--- src/rtl/core/usr_pkg.sv ---
// Package for the ultrasonic ranger with stop confirmation.
// Holds shared types, phase and status codes and the divide-by-58 constants.
// No dependencies.
package usr_pkg;

    localparam int unsigned TICK_W = 20;
    localparam int unsigned CNT_W  = TICK_W + 1;

    typedef enum logic [5:0] {
        PH_SETTLE = 6'b000001,
        PH_TRIG   = 6'b000010,
        PH_RISE   = 6'b000100,
        PH_HIGH   = 6'b001000,
        PH_IDLE   = 6'b010000,
        PH_HALT   = 6'b100000
    } t_phase;

    typedef enum logic [1:0] {
        ST_OK      = 2'd0,
        ST_TIMEOUT = 2'd1,
        ST_RANGE   = 2'd2
    } t_status;

    localparam logic [1:0] CFG_TIMEOUT  = 2'd0;
    localparam logic [1:0] CFG_STOP     = 2'd1;
    localparam logic [1:0] CFG_CONFIRM  = 2'd2;
    localparam logic [1:0] CFG_INTERVAL = 2'd3;

    // echo widths giving 2..400 cm (58 ticks per cm)
    localparam logic [CNT_W-1:0] MIN_WIDTH = CNT_W'(2 * 58);
    localparam logic [CNT_W-1:0] MAX_WIDTH = CNT_W'(401 * 58);

    // floor(w / 58) = floor((w >> 1) * RECIP >> SHIFT) for w < MAX_WIDTH
    localparam int unsigned HALF_W  = 14;
    localparam int unsigned RECIP_W = 15;
    localparam int unsigned PROD_W  = HALF_W + RECIP_W;
    localparam int unsigned SHIFT   = 19;
    localparam logic [RECIP_W-1:0] RECIP = RECIP_W'(18079);

    typedef struct packed {
        logic [15:0] timeout_ticks;
        logic [8:0]  stop_distance_cm;
        logic [7:0]  confirm_count;
        logic [19:0] interval_ticks;
    } t_cfg;

    typedef struct packed {
        t_phase            phase;
        logic [TICK_W-1:0] tick_count;
        logic [7:0]        close_count;
        logic [15:0]       pot_index;
    } t_state;

    typedef struct packed {
        logic        trigger_level;
        logic        reading_valid;
        logic [10:0] distance_cm;
        t_status     reading_status;
        logic        capture_req;
        logic [15:0] pot_number;
        logic        waiting_done;
    } t_res;

endpackage

--- src/rtl/core/usr_step.sv ---
// Per-tick next-state and result logic of the ultrasonic ranger.
// Depends on usr_pkg.
module usr_step
    import usr_pkg::*;
#(
    parameter int unsigned SETTLE_LOW_TICKS   = 5,
    parameter int unsigned TRIGGER_HIGH_TICKS = 10
) (
    input  t_state i_state,
    input  t_cfg   i_cfg,
    input  logic   i_echo,
    input  logic   i_done,
    output t_state o_next,
    output t_res   o_res
);

    localparam logic [CNT_W-1:0] L_SETTLE = CNT_W'(SETTLE_LOW_TICKS);
    localparam logic [CNT_W-1:0] L_TRIG   = CNT_W'(TRIGGER_HIGH_TICKS);

    logic [CNT_W-1:0]  elapsed;
    logic              timed_out;
    logic              out_of_range;
    logic [HALF_W-1:0] half;
    logic [PROD_W-1:0] prod;
    logic [8:0]        quot_cm;
    logic              fin;
    t_status           fin_status;
    logic [8:0]        fin_dist;
    logic              close;
    logic [7:0]        close_inc;
    t_phase            rest_phase;

    always_comb begin
        elapsed      = {1'b0, i_state.tick_count} + CNT_W'(1);
        timed_out    = elapsed > CNT_W'(i_cfg.timeout_ticks);
        out_of_range = (elapsed < MIN_WIDTH) || (elapsed >= MAX_WIDTH);
        half         = elapsed[HALF_W:1];
        prod         = PROD_W'(half) * PROD_W'(RECIP);
        quot_cm      = prod[SHIFT +: 9];
        rest_phase   = (i_cfg.interval_ticks == '0) ? PH_SETTLE : PH_IDLE;

        o_next            = i_state;
        o_res             = '0;
        o_res.pot_number  = i_state.pot_index;
        fin               = 1'b0;
        fin_status        = ST_OK;
        fin_dist          = '0;
        close             = 1'b0;
        close_inc         = '0;

        unique case (i_state.phase)
            PH_SETTLE: begin
                o_next.tick_count = elapsed[TICK_W-1:0];
                if (elapsed >= L_SETTLE) begin
                    o_next.tick_count = '0;
                    o_next.phase      = PH_TRIG;
                end
            end
            PH_TRIG: begin
                o_res.trigger_level = 1'b1;
                o_next.tick_count   = elapsed[TICK_W-1:0];
                if (elapsed >= L_TRIG) begin
                    o_next.tick_count = '0;
                    o_next.phase      = PH_RISE;
                end
            end
            PH_RISE: begin
                if (i_echo) begin
                    o_next.tick_count = '0;
                    o_next.phase      = PH_HIGH;
                end else if (timed_out) begin
                    fin        = 1'b1;
                    fin_status = ST_TIMEOUT;
                end else begin
                    o_next.tick_count = elapsed[TICK_W-1:0];
                end
            end
            PH_HIGH: begin
                if (!i_echo) begin
                    fin = 1'b1;
                    if (out_of_range) begin
                        fin_status = ST_RANGE;
                    end else begin
                        fin_dist = quot_cm;
                    end
                end else if (timed_out) begin
                    fin        = 1'b1;
                    fin_status = ST_TIMEOUT;
                end else begin
                    o_next.tick_count = elapsed[TICK_W-1:0];
                end
            end
            PH_IDLE: begin
                o_next.tick_count = elapsed[TICK_W-1:0];
                if (elapsed >= CNT_W'(i_cfg.interval_ticks)) begin
                    o_next.tick_count = '0;
                    o_next.phase      = PH_SETTLE;
                end
            end
            PH_HALT: begin
                o_res.waiting_done = 1'b1;
                if (i_done) begin
                    o_next.pot_index   = i_state.pot_index + 16'd1;
                    o_next.close_count = '0;
                    o_next.tick_count  = '0;
                    o_next.phase       = PH_SETTLE;
                end
            end
            default: begin
                o_next.tick_count = '0;
                o_next.phase      = PH_SETTLE;
            end
        endcase

        if (fin) begin
            o_res.reading_valid  = 1'b1;
            o_res.reading_status = fin_status;
            o_res.distance_cm    = 11'(fin_dist);
            o_next.tick_count    = '0;
            close = (fin_status == ST_OK) && (fin_dist < i_cfg.stop_distance_cm);
            if (close) begin
                close_inc = (i_state.close_count == 8'hFF) ? 8'hFF
                                                           : i_state.close_count + 8'd1;
                o_next.close_count = close_inc;
                if (close_inc >= i_cfg.confirm_count) begin
                    o_res.capture_req = 1'b1;
                    o_next.phase      = PH_HALT;
                end else begin
                    o_next.phase = rest_phase;
                end
            end else begin
                o_next.close_count = '0;
                o_next.phase       = rest_phase;
            end
        end
    end

endmodule

--- src/rtl/core/ultrasonic_range_with_stop_confirm.sv ---
// Top level of the ultrasonic ranger with stop confirmation.
// Depends on usr_pkg and usr_step.
//
// One request is one microsecond tick and gives exactly one result. A request
// is taken every cycle unless the input stalls; its result is registered in the
// output register. A one-entry skid stage behind the output register lets the
// block take one more request while a result is stalled; the input stalls only
// when the skid stage is full. The ranging sequence (settle, trigger, echo
// rise, echo width, idle or halt for the camera) advances one step per request,
// and the echo width is divided by 58 with a short reciprocal multiply in the
// same cycle. The user must write configuration registers through the plain
// write port only while no request is outstanding; the block does not enforce it.
module ultrasonic_range_with_stop_confirm
    import usr_pkg::*;
#(
    parameter int unsigned SETTLE_LOW_TICKS   = 5,
    parameter int unsigned TRIGGER_HIGH_TICKS = 10
) (
    input  logic        i_clk,
    input  logic        i_rst_n,
    input  logic        i_cfg_we,
    input  logic [1:0]  i_cfg_idx,
    input  logic [19:0] i_cfg_data,
    input  logic        i_in_valid,
    output logic        o_in_stall,
    input  logic        i_echo_level,
    input  logic        i_done_received,
    output logic        o_out_valid,
    input  logic        i_out_stall,
    output logic        o_trigger_level,
    output logic        o_reading_valid,
    output logic [10:0] o_distance_cm,
    output logic [1:0]  o_reading_status,
    output logic        o_capture_req,
    output logic [15:0] o_pot_number,
    output logic        o_waiting_done
);

    t_cfg   r_cfg;
    t_state r_state;
    t_state n_state;
    t_res   n_res;
    t_res   r_out;
    t_res   r_skid;
    logic   r_out_valid;
    logic   r_skid_valid;
    logic   in_acc;
    logic   out_take;

    usr_step #(
        .SETTLE_LOW_TICKS   (SETTLE_LOW_TICKS),
        .TRIGGER_HIGH_TICKS (TRIGGER_HIGH_TICKS)
    ) u_step (
        .i_state (r_state),
        .i_cfg   (r_cfg),
        .i_echo  (i_echo_level),
        .i_done  (i_done_received),
        .o_next  (n_state),
        .o_res   (n_res)
    );

    assign o_in_stall = r_skid_valid;
    assign in_acc     = i_in_valid && !r_skid_valid;
    assign out_take   = r_out_valid && !i_out_stall;

    always_ff @(posedge i_clk) begin
        if (!i_rst_n) begin
            r_cfg.timeout_ticks    <= 16'd30000;
            r_cfg.stop_distance_cm <= 9'd5;
            r_cfg.confirm_count    <= 8'd3;
            r_cfg.interval_ticks   <= 20'd200000;
        end else if (i_cfg_we) begin
            unique case (i_cfg_idx)
                CFG_TIMEOUT:  r_cfg.timeout_ticks    <= i_cfg_data[15:0];
                CFG_STOP:     r_cfg.stop_distance_cm <= i_cfg_data[8:0];
                CFG_CONFIRM:  r_cfg.confirm_count    <= i_cfg_data[7:0];
                CFG_INTERVAL: r_cfg.interval_ticks   <= i_cfg_data;
                default: ;
            endcase
        end
    end

    always_ff @(posedge i_clk) begin
        if (!i_rst_n) begin
            r_state.phase       <= PH_SETTLE;
            r_state.tick_count  <= '0;
            r_state.close_count <= '0;
            r_state.pot_index   <= 16'd1;
        end else if (in_acc) begin
            r_state <= n_state;
        end
    end

    always_ff @(posedge i_clk) begin
        if (!i_rst_n) begin
            r_out_valid  <= 1'b0;
            r_skid_valid <= 1'b0;
        end else begin
            if (in_acc && r_out_valid && !out_take) begin
                r_skid_valid <= 1'b1;
            end else if (out_take && r_skid_valid) begin
                r_skid_valid <= 1'b0;
            end
            if (in_acc || r_skid_valid) begin
                if (!r_out_valid || out_take) begin
                    r_out_valid <= 1'b1;
                end
            end else if (out_take) begin
                r_out_valid <= 1'b0;
            end
        end
    end

    always_ff @(posedge i_clk) begin
        if (in_acc && r_out_valid && !out_take) begin
            r_skid <= n_res;
        end
        if (out_take && r_skid_valid) begin
            r_out <= r_skid;
        end else if (in_acc && (!r_out_valid || out_take)) begin
            r_out <= n_res;
        end
    end

    assign o_out_valid      = r_out_valid;
    assign o_trigger_level  = r_out.trigger_level;
    assign o_reading_valid  = r_out.reading_valid;
    assign o_distance_cm    = r_out.distance_cm;
    assign o_reading_status = r_out.reading_status;
    assign o_capture_req    = r_out.capture_req;
    assign o_pot_number     = r_out.pot_number;
    assign o_waiting_done   = r_out.waiting_done;

    a_capture_needs_ok: assert property (@(posedge i_clk) disable iff (!i_rst_n)
        (r_out_valid && r_out.capture_req) |->
            (r_out.reading_valid && r_out.reading_status == ST_OK))
        else $error("capture request without an ok reading");

    a_halt_no_trigger: assert property (@(posedge i_clk) disable iff (!i_rst_n)
        r_out_valid |-> !(r_out.waiting_done && r_out.trigger_level))
        else $error("trigger driven while halted");

    a_skid_behind_out: assert property (@(posedge i_clk) disable iff (!i_rst_n)
        r_skid_valid |-> r_out_valid)
        else $error("skid entry without output entry");

    a_pot_advance: assert property (@(posedge i_clk) disable iff (!i_rst_n)
        (in_acc && r_state.phase == PH_HALT && i_done_received) |=>
            (r_state.pot_index == $past(r_state.pot_index) + 16'd1))
        else $error("pot number did not advance on release");

    a_close_cleared: assert property (@(posedge i_clk) disable iff (!i_rst_n)
        (in_acc && n_res.reading_valid && n_res.reading_status != ST_OK) |=>
            (r_state.close_count == '0))
        else $error("close count kept after a failed reading");

endmodule
--- config.mk ---
export PLATFORM = sky130hd
export DESIGN_NAME = ultrasonic_range_with_stop_confirm
export DESIGN_NICKNAME = d
export VERILOG_FILES = /design/src/rtl/core/usr_pkg.sv /design/src/rtl/core/usr_step.sv /design/src/rtl/core/ultrasonic_range_with_stop_confirm.sv
export SDC_FILE = /design/constraint.sdc
export NUM_CORES = 1
export LEC_CHECK = 0
export BUFFER_PORTS_ARGS = -buffer_cell sky130_fd_sc_hd__buf_4
export CAP_MARGIN = 10
export CORE_ASPECT_RATIO = 1.75
export CORE_MARGIN = 4
export CORE_UTILIZATION = 68
export DETAILED_ROUTE_END_ITERATION = 8
export MAX_ROUTING_LAYER = met4
export PLACE_DENSITY = 0.87
export SLEW_MARGIN = 40
export SYNTH_ARGS = -nofsm -noshare
export SYNTH_HDL_FRONTEND = slang
export SYNTH_SLANG_ARGS = --single-unit
--- constraint.sdc ---
create_clock -name i_clk -period 25.2 [get_ports i_clk]
set_input_delay 3.78 -clock i_clk [delete_from_list [all_inputs] [get_ports i_clk]]
set_output_delay 3.78 -clock i_clk [all_outputs]
set_load 0.01 [all_outputs]
Word-level counts from Yosys, hierarchy flattened
Index checks and enable logic that the tools add are counted.
Storage, ports and cells
  bits of input ports: 29
  register bits: 171
  word-level logic and storage cells: 126
Operators by class
  add/subtract/negate cells: 3
  muxes and demuxes: 41
  multiply operators: 1
  $lt $le $gt $ge: 8
  equality and inequality tests: 18
  reduce and logical (&&, ||, !) cells: 31
Operators by type and width (count)
  $pmux 20 s6: 1
  $mux 26: 3
  $mux 33: 2
  $mux 20: 3
  $mux 50: 1
  $pmux 6 s6: 1
  $mux 34: 1
  $mul 14x15->28 const B: 1
  $mux 9: 3
  $mux 24: 1
  $add 20x1->21 const B: 1
  $ge 21x15->1 const B: 1
  $ge 21x20->1: 1
  $ge 21x3->1 const B: 1
  $ge 21x4->1 const B: 1
  $gt 21x16->1: 1
  $lt 21x7->1 const B: 1
  $logic_not 20->1: 1
  $mux 6: 3
  $add 16x1->16 const B: 1
  $mux 8: 2
  $mux 15: 1
  $mux 1: 14
  $reduce_and 2->1: 5
  other kinds (26): 51

Logic depth before layout (Yosys ltp)
  depth after elaboration: 12
  mapped depth: 39
  gate-level depth less buffers: 36

By module
Synthesis repeated with hierarchy kept, for this count alone.
Second synthesis, totals
  cell total of the unflattened synthesis: 1498
  area total of the unflattened synthesis: 13733.2 um2
Modules (own cells, without submodules)
  usr_step: seq. area each 0.0 um2, cells an instance 952, times used 1, area each 7566.0 um2
  ultrasonic_range_with_stop_confirm: seq. area each 4083.9 um2, cells an instance 546, times used 1, area each 6167.2 um2

Worst setup path after synthesis
Ideal clock, no wire load.
  path kind: register -> register
  start: register r_state[32] in the netlist's numbering
  end: register r_out, in the netlist o_capture_req, data pin
  arrival: 8.180 ns
  period minus slack after synthesis: 8.349 ns
  setup slack: 16.851 ns
  data required time: 25.031 ns
  cell stages (with the launch flop): 32
  buffers on the path: 1
  cells stage by stage: dfxtp_1 > and4_1 > buf_6 > nand4_4 > nor2_1 > xor2_1 > inv_1 > fa_1 > fa_1 > inv_1 > fa_1 > fa_1 > fa_1 > inv_1 > fa_1 > inv_1 > ha_1 > nand2_1 > a2111oi_0 > a21o_1 > a41oi_1 > a211oi_1 > o31a_1 > nor3_1 > nor3_1 > ha_1 > o21ai_0 > a31oi_1 > nor3_1 > o2111ai_1 > or2_2 > o31ai_1
Between the ends
  word-level cells in the longest chain between the ends: 12
  elaborated cells on any way between the ends: 25
Ends and longest elaborated chain
  from (decl): line ultrasonic_range_with_stop_confirm.sv:40  | t_state r_state;
  from (signal assigned): line ultrasonic_range_with_stop_confirm.sv:90  | r_state <= n_state;
  $add 20x1->21 *: line usr_step.sv:34  | elapsed = {1'b0, i_state.tick_count} + CNT_W'(1);
  parallel branches: the longest is 8 deep, another holds $mul 14x15->28
  $mux 15 *: line usr_step.sv:115  | if (fin) begin
  $mux 33 *: line ultrasonic_range_with_stop_confirm.sv:120  | end else if (in_acc && (!r_out_valid || out_take)) begin
  $mux 33 *: line ultrasonic_range_with_stop_confirm.sv:118  | if (out_take && r_skid_valid) begin
  to (signal assigned): line ultrasonic_range_with_stop_confirm.sv:119  | r_out <= r_skid;
  to (signal assigned): line ultrasonic_range_with_stop_confirm.sv:121  | r_out <= n_res;
  to (decl): line ultrasonic_range_with_stop_confirm.sv:43  | t_res r_out;
Every way passes the cells marked *. The select of a mux whose other input is x is not followed.
A chain may end at the register's enable or synchronous reset.

Worst setup path in the final report
  start: register r_state[27] in the netlist's numbering
  end: register r_state[23] in the netlist's numbering
Between the ends
  word-level cells in the longest chain between the ends: 10
  elaborated cells on any way between the ends: 26
Ends and longest elaborated chain (line)
  $add 20x1->21 *: usr_step.sv:34
  parallel branches: the longest is 9 deep, another holds $mul 14x15->28
Every way passes the cells marked *.

==> flow_summary_export.csv <==
group,metric,value,unit
critical_path,slowest_delay,0.62,ns
clock_tree,root_buffer,"clkbuf_16",
clock_tree,max-clock-path-buffers,2,
timing,setup_viol,0,
min_path,hold_class,"reg2reg",
clock_tree,cts_sinks,167,
critical_path,worstPathRequired,25.58,ns
floorplan,core,18600,um^2
floorplan,num_rows,66,
floorplan,die_x,112,um
timing,fin_skew,0.0105,ns
place,port_buffers,61,
run,max-cap-violations,0,
finish,layout-drive-gt1-share,0.105,
clock_tree,cts-htree-levels,4,
global_route,grt_pass1_vias,10800,
floorplan,die-height,190,um
timing,finalCritPeriodShare,0.380,
routing,wirelength,32.4,mm
timing,finalMaxSlewViolations,0,
routing,drt-wirelength-per-cell,19.1,um
timing,hold_ws,0.460,ns
routing,first_pass_iters,5,
outcome,status,"completed",
yosys,ys.flop_type,"dfxtp_1",
global_route,grt_overflow,0,
timing,fin_setup_tns,0,ns
critical_path,critical_path_class,"reg2reg",
critical_path,path_max_fanout,15,
yosys,synth_area_leaders,"ha_1, dfxtp_1, edfxtp_1, fa_1, nand2_1",
yosys,synthSimpleGateAreaFrac,0.163,
yosys,synth-async-reset-ratio,0,
place,gp_congestion,0.937,
clock_tree,cts_buffers,17,
finish,fin_nets,1727,
yosys,syn-mean-instance-area,9.21,um^2
yosys,netlist_area,12800,um^2
timing,worstMarginPinSlew,0.769,ns
finish,seqCellArea,3960,um^2
yosys,yosysTopAreaCellShare,0.191,
yosys,synth_top_family_by_area,"adder cells",
critical_path,arrival,9.94,ns
finish,n_antenna_cell,0,
power_and_ir_drop,pwr_density_cell,42.7,nW/um^2
floorplan,dieArea,21200,um^2
yosys,synth_xor_xnor_area_share,0.0287,
critical_path,cp-start-kind,"register",
routing,drtIter0Drc,781,
yosys,synth.yosys.seq_area_share,0.309,
floorplan,start_util,0.690,
finish,fill_cells,1322,
global_route,grt_use_total,0.321,
yosys,synthTopCellsByCount,"nand2_1, ha_1, inv_1",
floorplan,io_pins,64,
timing,fmax,105,MHz
clock_tree,post-cts-setup-buffers,0,
clock_tree,cts_resized,0,
clock_tree,hold_buffers,0,
timing,slew_headroom,0.474,
clock_tree,cts_tree,"built",
timing,rsz0062_at_grt,"no",
global_route,antenna_found_initial,0,
yosys,synth_fa_ha_area_frac,0.284,
yosys,synth_mux_area_frac,0.0156,
place,hpwl,25.1,mm
yosys,synth_cell_types,74,
global_route,grt_pass1_wl,52.5,mm
yosys,yosysMostFrequentCell,"nand2_1",
timing,min_period,9.56,ns
power_and_ir_drop,ir_drop,0.0634,mV
global_route,grt_max_degree,52,
routing,drcViolationCount,0,
yosys,synth_compound_area_frac,0.129,
yosys,synth_top_cell_by_area,"ha_1",
routing,via_per_inst,6.11,
yosys,synth_seq_cells,167,
yosys,synth_edf_count,62,
finish,multi_input_area,7980,um^2
yosys,synthCells,1393,
routing,ant_nets,0,
critical_path,cp_slowest_cell,"and4_1",
finish,area_growth,9.55,%
routing,vias,10300,
clock_tree,cts.clk_slew.worst_paths,0.07,ns
timing,finalHoldViolCount,0,
clock_tree,clock_latency,0.44,ns
yosys,yosysWarnings,0,
critical_path,crit_path_end_kind,"register",
power_and_ir_drop,total_leakage_power,6.78,nW
-- worst max-delay path: cells and delay by family (launching register included) --
kind / cells / cell delay (ns)
AND/OR/NAND/NOR: 9 / 1.85
buffers and inverters: 4 / 0.58
adder cells (fa/ha/maj): 8 / 3.41
XOR/XNOR: 2 / 0.84
flip-flops: 1 / 0.46
AO/OA/AOI/OAI: 7 / 2.35
-- cell usage in the layout, fill, tap and decap left out, types with 35 or more instances in the layout --
master	count
o21ai_0	35
inv_1	181
a21oi_1	67
ha_1	196
fa_1	59
edfxtp_1	62
nor2_1	86
dfxtp_1	105
buf_4	75
nand2_1	202
-- worst paths after layout --
kind	end	depth (start not counted)	slack, ns	startpoint
setup / recovery	r_state[23]	30	15.64	r_state[27]
hold / removal	r_cfg[38]	2	0.46	r_cfg[38]
setup reg to reg	r_state[23]	30	15.64	r_state[27]
hold reg to reg	r_cfg[38]	2	0.46	r_cfg[38]
-- routing by layer --
layer	vias up	global-route usage	part of all wire
li1	4891	-	-
met2	358	0.585	0.54
met3	152	0.0535	0.045
met1	4943	0.305	0.34
met5	-	-	0
met4	0	0.212	0.073
-- logic make-up (layout without fill, tap and decap cells) --
| group | after synthesis | count (layout) |
|---|---|---|
| flip-flops | 167 | 167 |
| other | 1 | 2 |
| AND/OR/NAND/NOR | 446 | 446 |
| XOR/XNOR | 42 | 42 |
| buffers and inverters | 229 | 291 |
| adder cells (fa/ha/maj) | 256 | 256 |
| AO/OA/AOI/OAI | 233 | 233 |
| multiplexers | 19 | 19 |
-- state kept, by name, summed over array words and instances (netlist names) --
register and cells:
o_distance_cm 9, o_capture_req 1, r_state 50, o_trigger_level 1, r_skid 31, o_waiting_done 1
o_in_stall 1, o_out_valid 1, o_pot_number 16, r_cfg 53, o_reading_valid 1, o_reading_status 2
-- layout make-up --
cell class,count,share of cell area
Sequential cell,167,0.282
Tap cell,238,0.0212
Inverter,184,0.0493
Multi-Input combinational cell,998,0.568
Clock inverter,13,0.00810
Clock buffer,19,0.0315
Timing Repair Buffer,75,0.0401
-- through the flow --
step	area, um^2	std cells	util	setup slack (ns)	power [mW]
detailed placement	13500	1662	0.726	15.74	0.357
global placement	13500	1661	0.726	16.07	0.354
CTS	14000	1694	0.756	15.70	0.600
floorplan	12800	1394	-	16.85	0.334
global route	14100	1694	0.756	15.06	0.620
finish	14100	1694	0.756	15.64	0.600
-- where the power goes --
group | leakage (nW) | switching, mW | internal (mW)
logic | 5.11 | 0.0377 | 0.0225
registers | 1.41 | 0.00478 | 0.287
clock network | 0.266 | 0.116 | 0.132
total | 6.78 | 0.158 | 0.441
Note: power is estimated with default switching activity, not from simulation.
